[config.mk]
export PLATFORM = sky130hd
export DESIGN_NAME = morse_element_encoder_unit
export DESIGN_NICKNAME = d
export VERILOG_FILES = /design/src/rtl/core/mee_pkg.sv /design/src/rtl/core/mee_ram.sv /design/src/rtl/core/mee_match.sv /design/src/rtl/core/morse_element_encoder_unit.sv
export SDC_FILE = /design/constraint.sdc
export NUM_CORES = 2
export LEC_CHECK = 0
export BUFFER_PORTS_ARGS = -buffer_cell sky130_fd_sc_hd__buf_2
export CORE_MARGIN = 2
export CORE_UTILIZATION = 25
export DETAILED_ROUTE_END_ITERATION = 10
export GPL_ROUTABILITY_DRIVEN = 0
export HOLD_SLACK_MARGIN = 0.02
export PLACE_DENSITY = 0.45
export SLEW_MARGIN = 30
export SYNTH_ARGS = -nofsm -noshare
export SYNTH_HDL_FRONTEND = slang
export SYNTH_HIERARCHICAL = 1
export SYNTH_SLANG_ARGS = --single-unit
[constraint.sdc]
create_clock -name aclk -period 8.5 [get_ports aclk]
set_input_delay 0.425 -clock aclk [delete_from_list [all_inputs] [get_ports aclk]]
set_output_delay 0.425 -clock aclk [all_outputs]
set_load 0.1 [all_outputs]
[src/rtl/core/mee_pkg.sv]
// Package for the Morse element encoder: sizes, codes, table entry type.
// No dependencies; imported by mee_match, the top level and the testbench.
`default_nettype none

package mee_pkg;

    localparam int TABLE_ENTRIES = 128;
    localparam int MAX_CODE_LEN  = 8;

    localparam int SYM_W  = 8;
    localparam int PAT_W  = 8;
    localparam int LEN_W  = 4;
    localparam int DSYM_W = 7;
    localparam int KIND_W = 3;
    localparam int UNIT_W = 3;

    localparam int CODE_CAP = (MAX_CODE_LEN < PAT_W) ? MAX_CODE_LEN : PAT_W;
    localparam int IDX_W    = $clog2(TABLE_ENTRIES);
    localparam int CNT_W    = $clog2(TABLE_ENTRIES + 1);
    localparam int ELEM_W   = $clog2(PAT_W);
    localparam int ENTRY_W  = PAT_W + LEN_W;

    localparam logic [SYM_W:0]   SYM_LIMIT = (SYM_W + 1)'(TABLE_ENTRIES);
    localparam logic [CNT_W-1:0] SCAN_END  = CNT_W'(TABLE_ENTRIES);
    localparam logic [LEN_W-1:0] LEN_CAP   = LEN_W'(CODE_CAP);

    localparam logic [SYM_W-1:0] SPACE_SYM   = 8'h20;
    localparam logic [SYM_W-1:0] UPPER_A     = 8'h41;
    localparam logic [SYM_W-1:0] UPPER_Z     = 8'h5A;
    localparam logic [SYM_W-1:0] CASE_OFFSET = 8'h20;

    localparam logic [UNIT_W-1:0] DIT_UNITS  = 3'd1;
    localparam logic [UNIT_W-1:0] DAH_UNITS  = 3'd3;
    localparam logic [UNIT_W-1:0] GAP_UNITS  = 3'd2;
    localparam logic [UNIT_W-1:0] WORD_UNITS = 3'd6;
    localparam logic [UNIT_W-1:0] NO_UNITS   = 3'd0;

    typedef enum logic [1:0] {
        CMD_CLEAR  = 2'd0,
        CMD_LOAD   = 2'd1,
        CMD_ENCODE = 2'd2,
        CMD_DECODE = 2'd3
    } cmd_t;

    typedef enum logic [KIND_W-1:0] {
        KIND_DIT    = 3'd0,
        KIND_DAH    = 3'd1,
        KIND_GAP    = 3'd2,
        KIND_WORD   = 3'd3,
        KIND_ANSWER = 3'd4
    } kind_t;

    typedef enum logic [2:0] {
        ST_IDLE,
        ST_FETCH,
        ST_GAP,
        ST_ELEM,
        ST_WORD,
        ST_SCAN,
        ST_ANS
    } state_t;

    typedef struct packed {
        logic [LEN_W-1:0] length;
        logic [PAT_W-1:0] pattern;
    } entry_t;

endpackage

`default_nettype wire

[src/rtl/core/mee_ram.sv]
// Generic single-write, single-read RAM with registered read data.
// No dependencies.
`default_nettype none

module mee_ram #(
    parameter int WIDTH = 12,
    parameter int DEPTH = 128
) (
    input  wire logic                     aclk,
    input  wire logic                     we,
    input  wire logic [$clog2(DEPTH)-1:0] waddr,
    input  wire logic [WIDTH-1:0]         wdata,
    input  wire logic [$clog2(DEPTH)-1:0] raddr,
    output logic      [WIDTH-1:0]         rdata
);

    logic [WIDTH-1:0] mem [DEPTH];

    always_ff @(posedge aclk) begin
        if (we) begin
            mem[waddr] <= wdata;
        end
        rdata <= mem[raddr];
    end

endmodule

`default_nettype wire

[src/rtl/core/mee_match.sv]
// Compare unit: table entry against a pattern/length key.
// Depends on mee_pkg.
`default_nettype none

module mee_match (
    input  wire mee_pkg::entry_t entry,
    input  wire mee_pkg::entry_t key,
    output logic                 hit
);
    import mee_pkg::*;

    logic [PAT_W-1:0] mask;

    always_comb begin
        for (int i = 0; i < PAT_W; i++) begin
            mask[i] = (LEN_W'(i) < key.length);
        end
    end

    assign hit = (entry.length == key.length)
              && (((entry.pattern ^ key.pattern) & mask) == '0);

endmodule

`default_nettype wire

[src/rtl/core/morse_element_encoder_unit.sv]
// Morse element encoder top level: table RAM, valid bits, sequencer, output register.
// Depends on mee_pkg, mee_ram, mee_match.
// Clear and load: no results. Encode: accept, 1 table read, then one result
// per cycle while m_ready is high (up to 9); a space gives one word result.
// Decode: one table entry per cycle until a hit or the table end, then the answer.
// Sync reset clears valid bits, previous-character flag, sequencer, m_valid; not the table.
`default_nettype none

module morse_element_encoder_unit (
    input  wire logic                        aclk,
    input  wire logic                        aresetn,
    input  wire logic                        s_valid,
    output logic                             s_ready,
    input  wire logic [1:0]                  s_command,
    input  wire logic [mee_pkg::SYM_W-1:0]   s_symbol,
    input  wire logic [mee_pkg::PAT_W-1:0]   s_code_pattern,
    input  wire logic [mee_pkg::LEN_W-1:0]   s_code_length,
    output logic                             m_valid,
    input  wire logic                        m_ready,
    output logic [mee_pkg::KIND_W-1:0]       m_kind,
    output logic [mee_pkg::UNIT_W-1:0]       m_units,
    output logic                             m_key_down,
    output logic [mee_pkg::DSYM_W-1:0]       m_decoded_symbol,
    output logic                             m_found,
    output logic                             m_last
);
    import mee_pkg::*;

    state_t state_reg, state_next;

    logic [TABLE_ENTRIES-1:0] entry_valid_reg, entry_valid_next;
    logic                     prev_reg, prev_next;
    entry_t                   key_reg, key_next;
    entry_t                   entry_reg, entry_next;
    logic [ELEM_W-1:0]        elem_reg, elem_next;
    logic [CNT_W-1:0]         cnt_reg, cnt_next;
    logic                     pipe_vld_reg, pipe_vld_next;
    logic [IDX_W-1:0]         pipe_idx_reg, pipe_idx_next;
    logic [IDX_W-1:0]         hit_idx_reg, hit_idx_next;
    logic                     hit_found_reg, hit_found_next;

    logic                     m_valid_reg, m_valid_next;
    kind_t                    kind_reg, kind_next;
    logic [UNIT_W-1:0]        units_reg, units_next;
    logic                     key_down_reg, key_down_next;
    logic [DSYM_W-1:0]        dsym_reg, dsym_next;
    logic                     found_reg, found_next;
    logic                     last_reg, last_next;

    logic             s_accept;
    logic             out_free;
    logic [SYM_W-1:0] lc_sym;
    logic [IDX_W-1:0] enc_idx;
    logic             enc_known;
    logic             is_space;
    logic             load_ok;
    logic [LEN_W-1:0] load_len;
    logic             elem_last;
    logic             scan_in_range;
    logic             scan_hit;
    logic             match_hit;

    logic             ram_we;
    logic [IDX_W-1:0] ram_raddr;
    entry_t           ram_wdata;
    entry_t           ram_rdata;

    mee_ram #(
        .WIDTH (ENTRY_W),
        .DEPTH (TABLE_ENTRIES)
    ) u_store (
        .aclk  (aclk),
        .we    (ram_we),
        .waddr (s_symbol[IDX_W-1:0]),
        .wdata (ram_wdata),
        .raddr (ram_raddr),
        .rdata (ram_rdata)
    );

    mee_match u_match (
        .entry (ram_rdata),
        .key   (key_reg),
        .hit   (match_hit)
    );

    assign s_ready  = (state_reg == ST_IDLE);
    assign s_accept = s_valid && s_ready;
    assign out_free = !m_valid_reg || m_ready;

    assign lc_sym    = (s_symbol inside {[UPPER_A:UPPER_Z]}) ? s_symbol + CASE_OFFSET
                                                            : s_symbol;
    assign enc_idx   = lc_sym[IDX_W-1:0];
    assign enc_known = ({1'b0, lc_sym} < SYM_LIMIT) && entry_valid_reg[enc_idx];
    assign is_space  = (s_symbol == SPACE_SYM);
    assign load_ok   = ({1'b0, s_symbol} < SYM_LIMIT);
    assign load_len  = (s_code_length > LEN_CAP) ? LEN_CAP : s_code_length;
    assign ram_wdata = '{length: load_len, pattern: s_code_pattern};

    assign elem_last     = ((LEN_W'(elem_reg) + LEN_W'(1)) == entry_reg.length);
    assign scan_in_range = (cnt_reg < SCAN_END);
    assign scan_hit      = pipe_vld_reg && match_hit;

    // next state
    always_comb begin
        state_next = state_reg;
        case (state_reg)
            ST_IDLE: begin
                if (s_accept) begin
                    case (cmd_t'(s_command))
                        CMD_ENCODE: begin
                            if (is_space) begin
                                state_next = ST_WORD;
                            end else if (enc_known) begin
                                state_next = ST_FETCH;
                            end
                        end
                        CMD_DECODE: state_next = ST_SCAN;
                        default:    state_next = ST_IDLE;
                    endcase
                end
            end
            ST_FETCH: begin
                if (prev_reg) begin
                    state_next = ST_GAP;
                end else if (ram_rdata.length == '0) begin
                    state_next = ST_IDLE;
                end else begin
                    state_next = ST_ELEM;
                end
            end
            ST_GAP: begin
                if (out_free) begin
                    state_next = (entry_reg.length == '0) ? ST_IDLE : ST_ELEM;
                end
            end
            ST_ELEM: begin
                if (out_free && elem_last) begin
                    state_next = ST_IDLE;
                end
            end
            ST_WORD: begin
                if (out_free) begin
                    state_next = ST_IDLE;
                end
            end
            ST_SCAN: begin
                if (scan_hit || !scan_in_range) begin
                    state_next = ST_ANS;
                end
            end
            ST_ANS: begin
                if (out_free) begin
                    state_next = ST_IDLE;
                end
            end
            default: state_next = ST_IDLE;
        endcase
    end

    // datapath and outputs
    always_comb begin
        entry_valid_next = entry_valid_reg;
        prev_next        = prev_reg;
        key_next         = key_reg;
        entry_next       = entry_reg;
        elem_next        = elem_reg;
        cnt_next         = cnt_reg;
        pipe_vld_next    = 1'b0;
        pipe_idx_next    = pipe_idx_reg;
        hit_idx_next     = hit_idx_reg;
        hit_found_next   = hit_found_reg;
        ram_we           = 1'b0;
        ram_raddr        = enc_idx;

        m_valid_next  = m_valid_reg && !m_ready;
        kind_next     = kind_reg;
        units_next    = units_reg;
        key_down_next = key_down_reg;
        dsym_next     = dsym_reg;
        found_next    = found_reg;
        last_next     = last_reg;

        case (state_reg)
            ST_IDLE: begin
                if (s_accept) begin
                    key_next      = '{length: s_code_length, pattern: s_code_pattern};
                    cnt_next      = '0;
                    hit_idx_next  = '0;
                    hit_found_next = 1'b0;
                    case (cmd_t'(s_command))
                        CMD_CLEAR: entry_valid_next = '0;
                        CMD_LOAD: begin
                            if (load_ok) begin
                                ram_we = 1'b1;
                                entry_valid_next[s_symbol[IDX_W-1:0]] = 1'b1;
                            end
                        end
                        CMD_ENCODE: begin
                            if (is_space) begin
                                prev_next = 1'b0;
                            end
                        end
                        default: ;
                    endcase
                end
            end
            ST_FETCH: begin
                entry_next = ram_rdata;
                elem_next  = '0;
                prev_next  = 1'b1;
            end
            ST_GAP: begin
                if (out_free) begin
                    m_valid_next  = 1'b1;
                    kind_next     = KIND_GAP;
                    units_next    = GAP_UNITS;
                    key_down_next = 1'b0;
                    dsym_next     = '0;
                    found_next    = 1'b0;
                    last_next     = (entry_reg.length == '0);
                end
            end
            ST_ELEM: begin
                if (out_free) begin
                    m_valid_next  = 1'b1;
                    kind_next     = entry_reg.pattern[elem_reg] ? KIND_DAH : KIND_DIT;
                    units_next    = entry_reg.pattern[elem_reg] ? DAH_UNITS : DIT_UNITS;
                    key_down_next = 1'b1;
                    dsym_next     = '0;
                    found_next    = 1'b0;
                    last_next     = elem_last;
                    elem_next     = elem_reg + ELEM_W'(1);
                end
            end
            ST_WORD: begin
                if (out_free) begin
                    m_valid_next  = 1'b1;
                    kind_next     = KIND_WORD;
                    units_next    = WORD_UNITS;
                    key_down_next = 1'b0;
                    dsym_next     = '0;
                    found_next    = 1'b0;
                    last_next     = 1'b1;
                end
            end
            ST_SCAN: begin
                ram_raddr     = cnt_reg[IDX_W-1:0];
                pipe_vld_next = scan_in_range && entry_valid_reg[cnt_reg[IDX_W-1:0]];
                pipe_idx_next = cnt_reg[IDX_W-1:0];
                cnt_next      = cnt_reg + CNT_W'(1);
                if (scan_hit) begin
                    hit_idx_next   = pipe_idx_reg;
                    hit_found_next = 1'b1;
                end
            end
            ST_ANS: begin
                if (out_free) begin
                    m_valid_next  = 1'b1;
                    kind_next     = KIND_ANSWER;
                    units_next    = NO_UNITS;
                    key_down_next = 1'b0;
                    dsym_next     = DSYM_W'(hit_idx_reg);
                    found_next    = hit_found_reg;
                    last_next     = 1'b1;
                end
            end
            default: ;
        endcase
    end

    always_ff @(posedge aclk) begin
        if (!aresetn) begin
            state_reg       <= ST_IDLE;
            entry_valid_reg <= '0;
            prev_reg        <= 1'b0;
            m_valid_reg     <= 1'b0;
            pipe_vld_reg    <= 1'b0;
        end else begin
            state_reg       <= state_next;
            entry_valid_reg <= entry_valid_next;
            prev_reg        <= prev_next;
            m_valid_reg     <= m_valid_next;
            pipe_vld_reg    <= pipe_vld_next;
        end
    end

    always_ff @(posedge aclk) begin
        key_reg       <= key_next;
        entry_reg     <= entry_next;
        elem_reg      <= elem_next;
        cnt_reg       <= cnt_next;
        pipe_idx_reg  <= pipe_idx_next;
        hit_idx_reg   <= hit_idx_next;
        hit_found_reg <= hit_found_next;
        kind_reg      <= kind_next;
        units_reg     <= units_next;
        key_down_reg  <= key_down_next;
        dsym_reg      <= dsym_next;
        found_reg     <= found_next;
        last_reg      <= last_next;
    end

    assign m_valid          = m_valid_reg;
    assign m_kind           = kind_reg;
    assign m_units          = units_reg;
    assign m_key_down       = key_down_reg;
    assign m_decoded_symbol = dsym_reg;
    assign m_found          = found_reg;
    assign m_last           = last_reg;

    a_clear_empties: assert property (@(posedge aclk) disable iff (!aresetn)
        s_accept && (s_command == CMD_CLEAR) |=> (entry_valid_reg == '0))
        else $error("valid bits not cleared");

    a_found_is_answer: assert property (@(posedge aclk) disable iff (!aresetn)
        m_valid && m_found |-> (m_kind == KIND_ANSWER))
        else $error("found set on a non-decode transaction");

    a_key_down_kind: assert property (@(posedge aclk) disable iff (!aresetn)
        m_valid && m_key_down |-> (m_kind == KIND_DIT || m_kind == KIND_DAH))
        else $error("key down on a space transaction");

    a_scan_bounded: assert property (@(posedge aclk) disable iff (!aresetn)
        (state_reg == ST_SCAN) |-> (cnt_reg <= SCAN_END))
        else $error("table scan ran past the end");

endmodule

`default_nettype wire

==> summary.txt <==
Clocking
  – CTS buffer count: 192
  – Later-pin clock latency in the skew report: 0.82 ns
  – H-tree Lvls: 4
  – Post_cts resized: 0
  – Root buffer cell: clkbuf_16
  – Longest Clk Path Bufs: 3
  – CTS tree: yes
  – Number of clock sinks: around 1,700
  – CTS clk-pin slew, worst paths: approximately 0.060 ns

Hold path
  – Hold/Removal Path Class: in2reg

Synthesis
  – Yosys cell types: just under 70
  – Async SR Flop Fraction: 0%
  – Synth Flop Type: edfxtp_1
  – Mapped Area: about 70,000 um^2
  – Top cells by area, synth: edfxtp_1 (70%), mux4_2 (18%), dfxtp_1 (4.2%), nor2_1 (1.6%), a21oi_1 (1.1%)
  – Syn Area/Cell: 20.60 um^2
  – Most common cell in the netlist: edfxtp_1
  – Seq cells post-synth: around 1,700
  – Number of synthesized flops with an enable pin: roughly 1,600
  – Post-Syn Instances: about 3,300
  – Yosys top cell area share: a little over two thirds
  – Yosys warning count: 6
  – Area leader, netlist: edfxtp_1
  – Synth cell count leaders: edfxtp_1 (1,602), mux4_2 (537), nor2_1 (286)
  – Sequential fraction of the synthesis area: 74.06%
  – Syn_nets: 3,377

Pwr
  – Clock share of power: around two fifths
  – Leak: roughly 0.025 uW
  – Sw power: 4651 uW
  – Sequential Power Share: ~50%
  – Internal Power: about 15,000 uW
  – Max IR drop VDD: approximately 0.00022 V
  – Gate power share: under 10%
  – Switch share: a little under a quarter
  – P per Cell Area: 242.1 nW/um^2

Floorplan
  – Core Area: between 200,000 and 300,000 um^2
  – Initial core utilization: ~25%
  – Chip width: 529.0 um
  – Row cnt: around 190
  – # IOs: 44
  – Die Ht: between 500 and 600 um
  – Area of the die: about 280,000 um^2

Placed design
  – Placed insts: about 6,900
  – Placed wire-length estimate: 110.0 mm
  – Placement Cell Area: 74,230 um^2
  – Port bufs: 43

Setup path
  – WP data required: 9.20 ns
  – CP cell instances: nand2b_1 > or2_1 > buf_4 > inv_1 > nand2_1 > nand2_4 > buf_12 > buf_16 > mux4_2 > mux4_2 > mux4_2 > mux2_2
  – CP max stage cell: mux4_2
  – CP max stage delay: 0.57 ns
  – Crit path launch type: flip-flop
  – CP Data Arrival Time: approximately 6.3 ns
  – CP endpoint kind: flip-flop
  – Critical path class: reg2reg
  – Critical Path Most Common Cell: mux4_2
  – Critical-path maximum fanout: 67

Layout
  – Nets: ~3,600
  – Number of fill cells: ~27,000
  – Largest register FFs: between 1,500 and 2,000
  – Final Cell Area: roughly 80,000 um^2
  – Register area: 51,030 um^2
  – Layout cells sized above 1: a little under 30%
  – Area Overhead vs Synth: 16.78%
  – Footprint of the multi-input gates: ~17,000 um^2
  – Final cell count without fillers: around 7,300

Global routing
  – Pin count of the biggest net entering global routing: 118
  – Global-route wire length before repair: roughly 270 mm
  – Grt ovf: 0
  – Initial antenna violation count: 10
  – GRT Total Usage: 13.63%
  – Vias in the first global route: 34,790

STA
  – Final Critical Period: approximately 5.6 ns
  – Hold_ws: approximately 0.10 ns
  – RSZ-0062 raised after global routing: false
  – Final Max Slew Viols: 0
  – Setup TNS: 0 ns
  – Worst slew pin tran: between 1 and 1.5 ns
  – Fmax achieved: ~180 MHz
  – Skew final: 0.03512 ns
  – Final period util: about two thirds
  – Final hold vios: 0
  – Setup Viol. Count Final: 0
  – Headroom to the max-slew limit: roughly 23%

Detailed routing
  – Via/cell ratio: around 4.7
  – Remaining DRCs: 0
  – Final ANT Viol Nets: 0
  – Wirelength per Cell: approximately 27 um
  – Vias post-DR: 34,060
  – 1st-iter DRT viols: around 3,200
  – Post-Route WL: 193.1 mm
  – Pre-antenna DRT Iters: 5

Outcome
  – Status: complete, no violations

Flow run
  – Max-Cap Viols: 0
## power by group through the flow
| stage | Clock (uW) | Combinational, uW | Sequential, uW |
|---|---|---|---|
| finish | 8070 | 1770 | 9640 |
| global route | 8600 | 1870 | 9650 |
| CTS | 8290 | 1800 | 9640 |
| detailed placement | 0 | 1790 | 9820 |
| global placement | 0 | 1790 | 9820 |
| floorplan | 0 | 1060 | 9860 |
## worst max-delay path: cells and delay by family (launching register included)
kind                   cells  cell delay (ns)
buffers and inverters      4             1.58
flip-flops                 1             0.47
multiplexers               4             1.93
AND/OR/NAND/NOR            4             1.33
## final timing paths
check                                  startpoint                              end  slack (ns)  cells past startpoint
setup reg to reg        state_reg[1]$_SDFFE_PN0P_         u_store/rdata[3]$_DFF_P_        2.91                     12
hold / removal                            m_ready                 m_last$_DFFE_PP_        0.10                      3
setup / recovery        state_reg[1]$_SDFFE_PN0P_         u_store/rdata[3]$_DFF_P_        2.91                     12
hold reg to reg   entry_valid_reg[2]$_SDFFE_PN0P_  entry_valid_reg[2]$_SDFFE_PN0P_        0.47                      2
## placed cells by master, fill, tap and decap left out, drive strengths merged, types with 9 or more instances in the layout
cell,netlist,final
o21ai,30,30
nor2b,22,22
a21oi,149,149
nor2,294,294
diode,0,9
clkinv,0,67
o22ai,20,20
nand2,53,53
edfxtp,1602,1602
dfxtp,146,146
xor2,12,12
mux2i,45,45
inv,8,13
and3,15,15
mux2,19,19
and2,22,22
mux4,537,537
o221ai,16,16
buf,110,183
bufinv,0,12
a211oi,9,9
clkbuf,100,260
nand3,21,21
nand2b,15,15
nor3,17,17
## through the flow
| stage | worst slack (ns) | power, uW | utilization (%) |
|---|---|---|---|
| 6_report | 2.914 | 19480 | 29.38 |
| 4_1_cts | 2.901 | 19730 | 29.34 |
| 2_1_floorplan | 4.070 | 10920 | - |
| 3_3_place_gp | 2.909 | 11610 | 27.06 |
| 5_1_grt | 2.494 | 20120 | 29.37 |
| 3_5_place_dp | 2.892 | 11620 | 27.10 |
## cell type report
class | count | share of cell area, %
Clock buffer | 260 | 6.531
Antenna cell | 9 | 0.02799
Tap cell | 3589 | 5.581
Sequential cell | 1748 | 63.42
Clock inverter | 88 | 1.003
Timing Repair Buffer | 189 | 1.893
Multi-Input combinational cell | 1379 | 21.50
Inverter | 8 | 0.03732
## repair_timing
item | 4_1_cts | 5_1_grt
setup buffers | 0 | 0
hold endpoints to repair | 25 | 0
hold buffers | 6 | 0
## cell families after synthesis
logic type,count (synthesis),synth area share (%)
simple gates,492,3.272
flops,1748,74.06
compound gates,261,2.245
mux,601,18.52
buf+inv,218,1.551
xor+xnor,19,0.2415
fa+ha+maj,6,0.1090
## routing by layer
metal	share of wire [%]	up-vias	GRT usage [%]	routed length, um
met2	47	804	21.69	91490
met4	2.0	0	3.328	3884
met1	46	18780	19.44	88670
met3	4.7	239	2.092	9044
li1	-	14230	-	-
met5	0	-	0	0
Note: power is estimated with default switching activity, not from simulation.
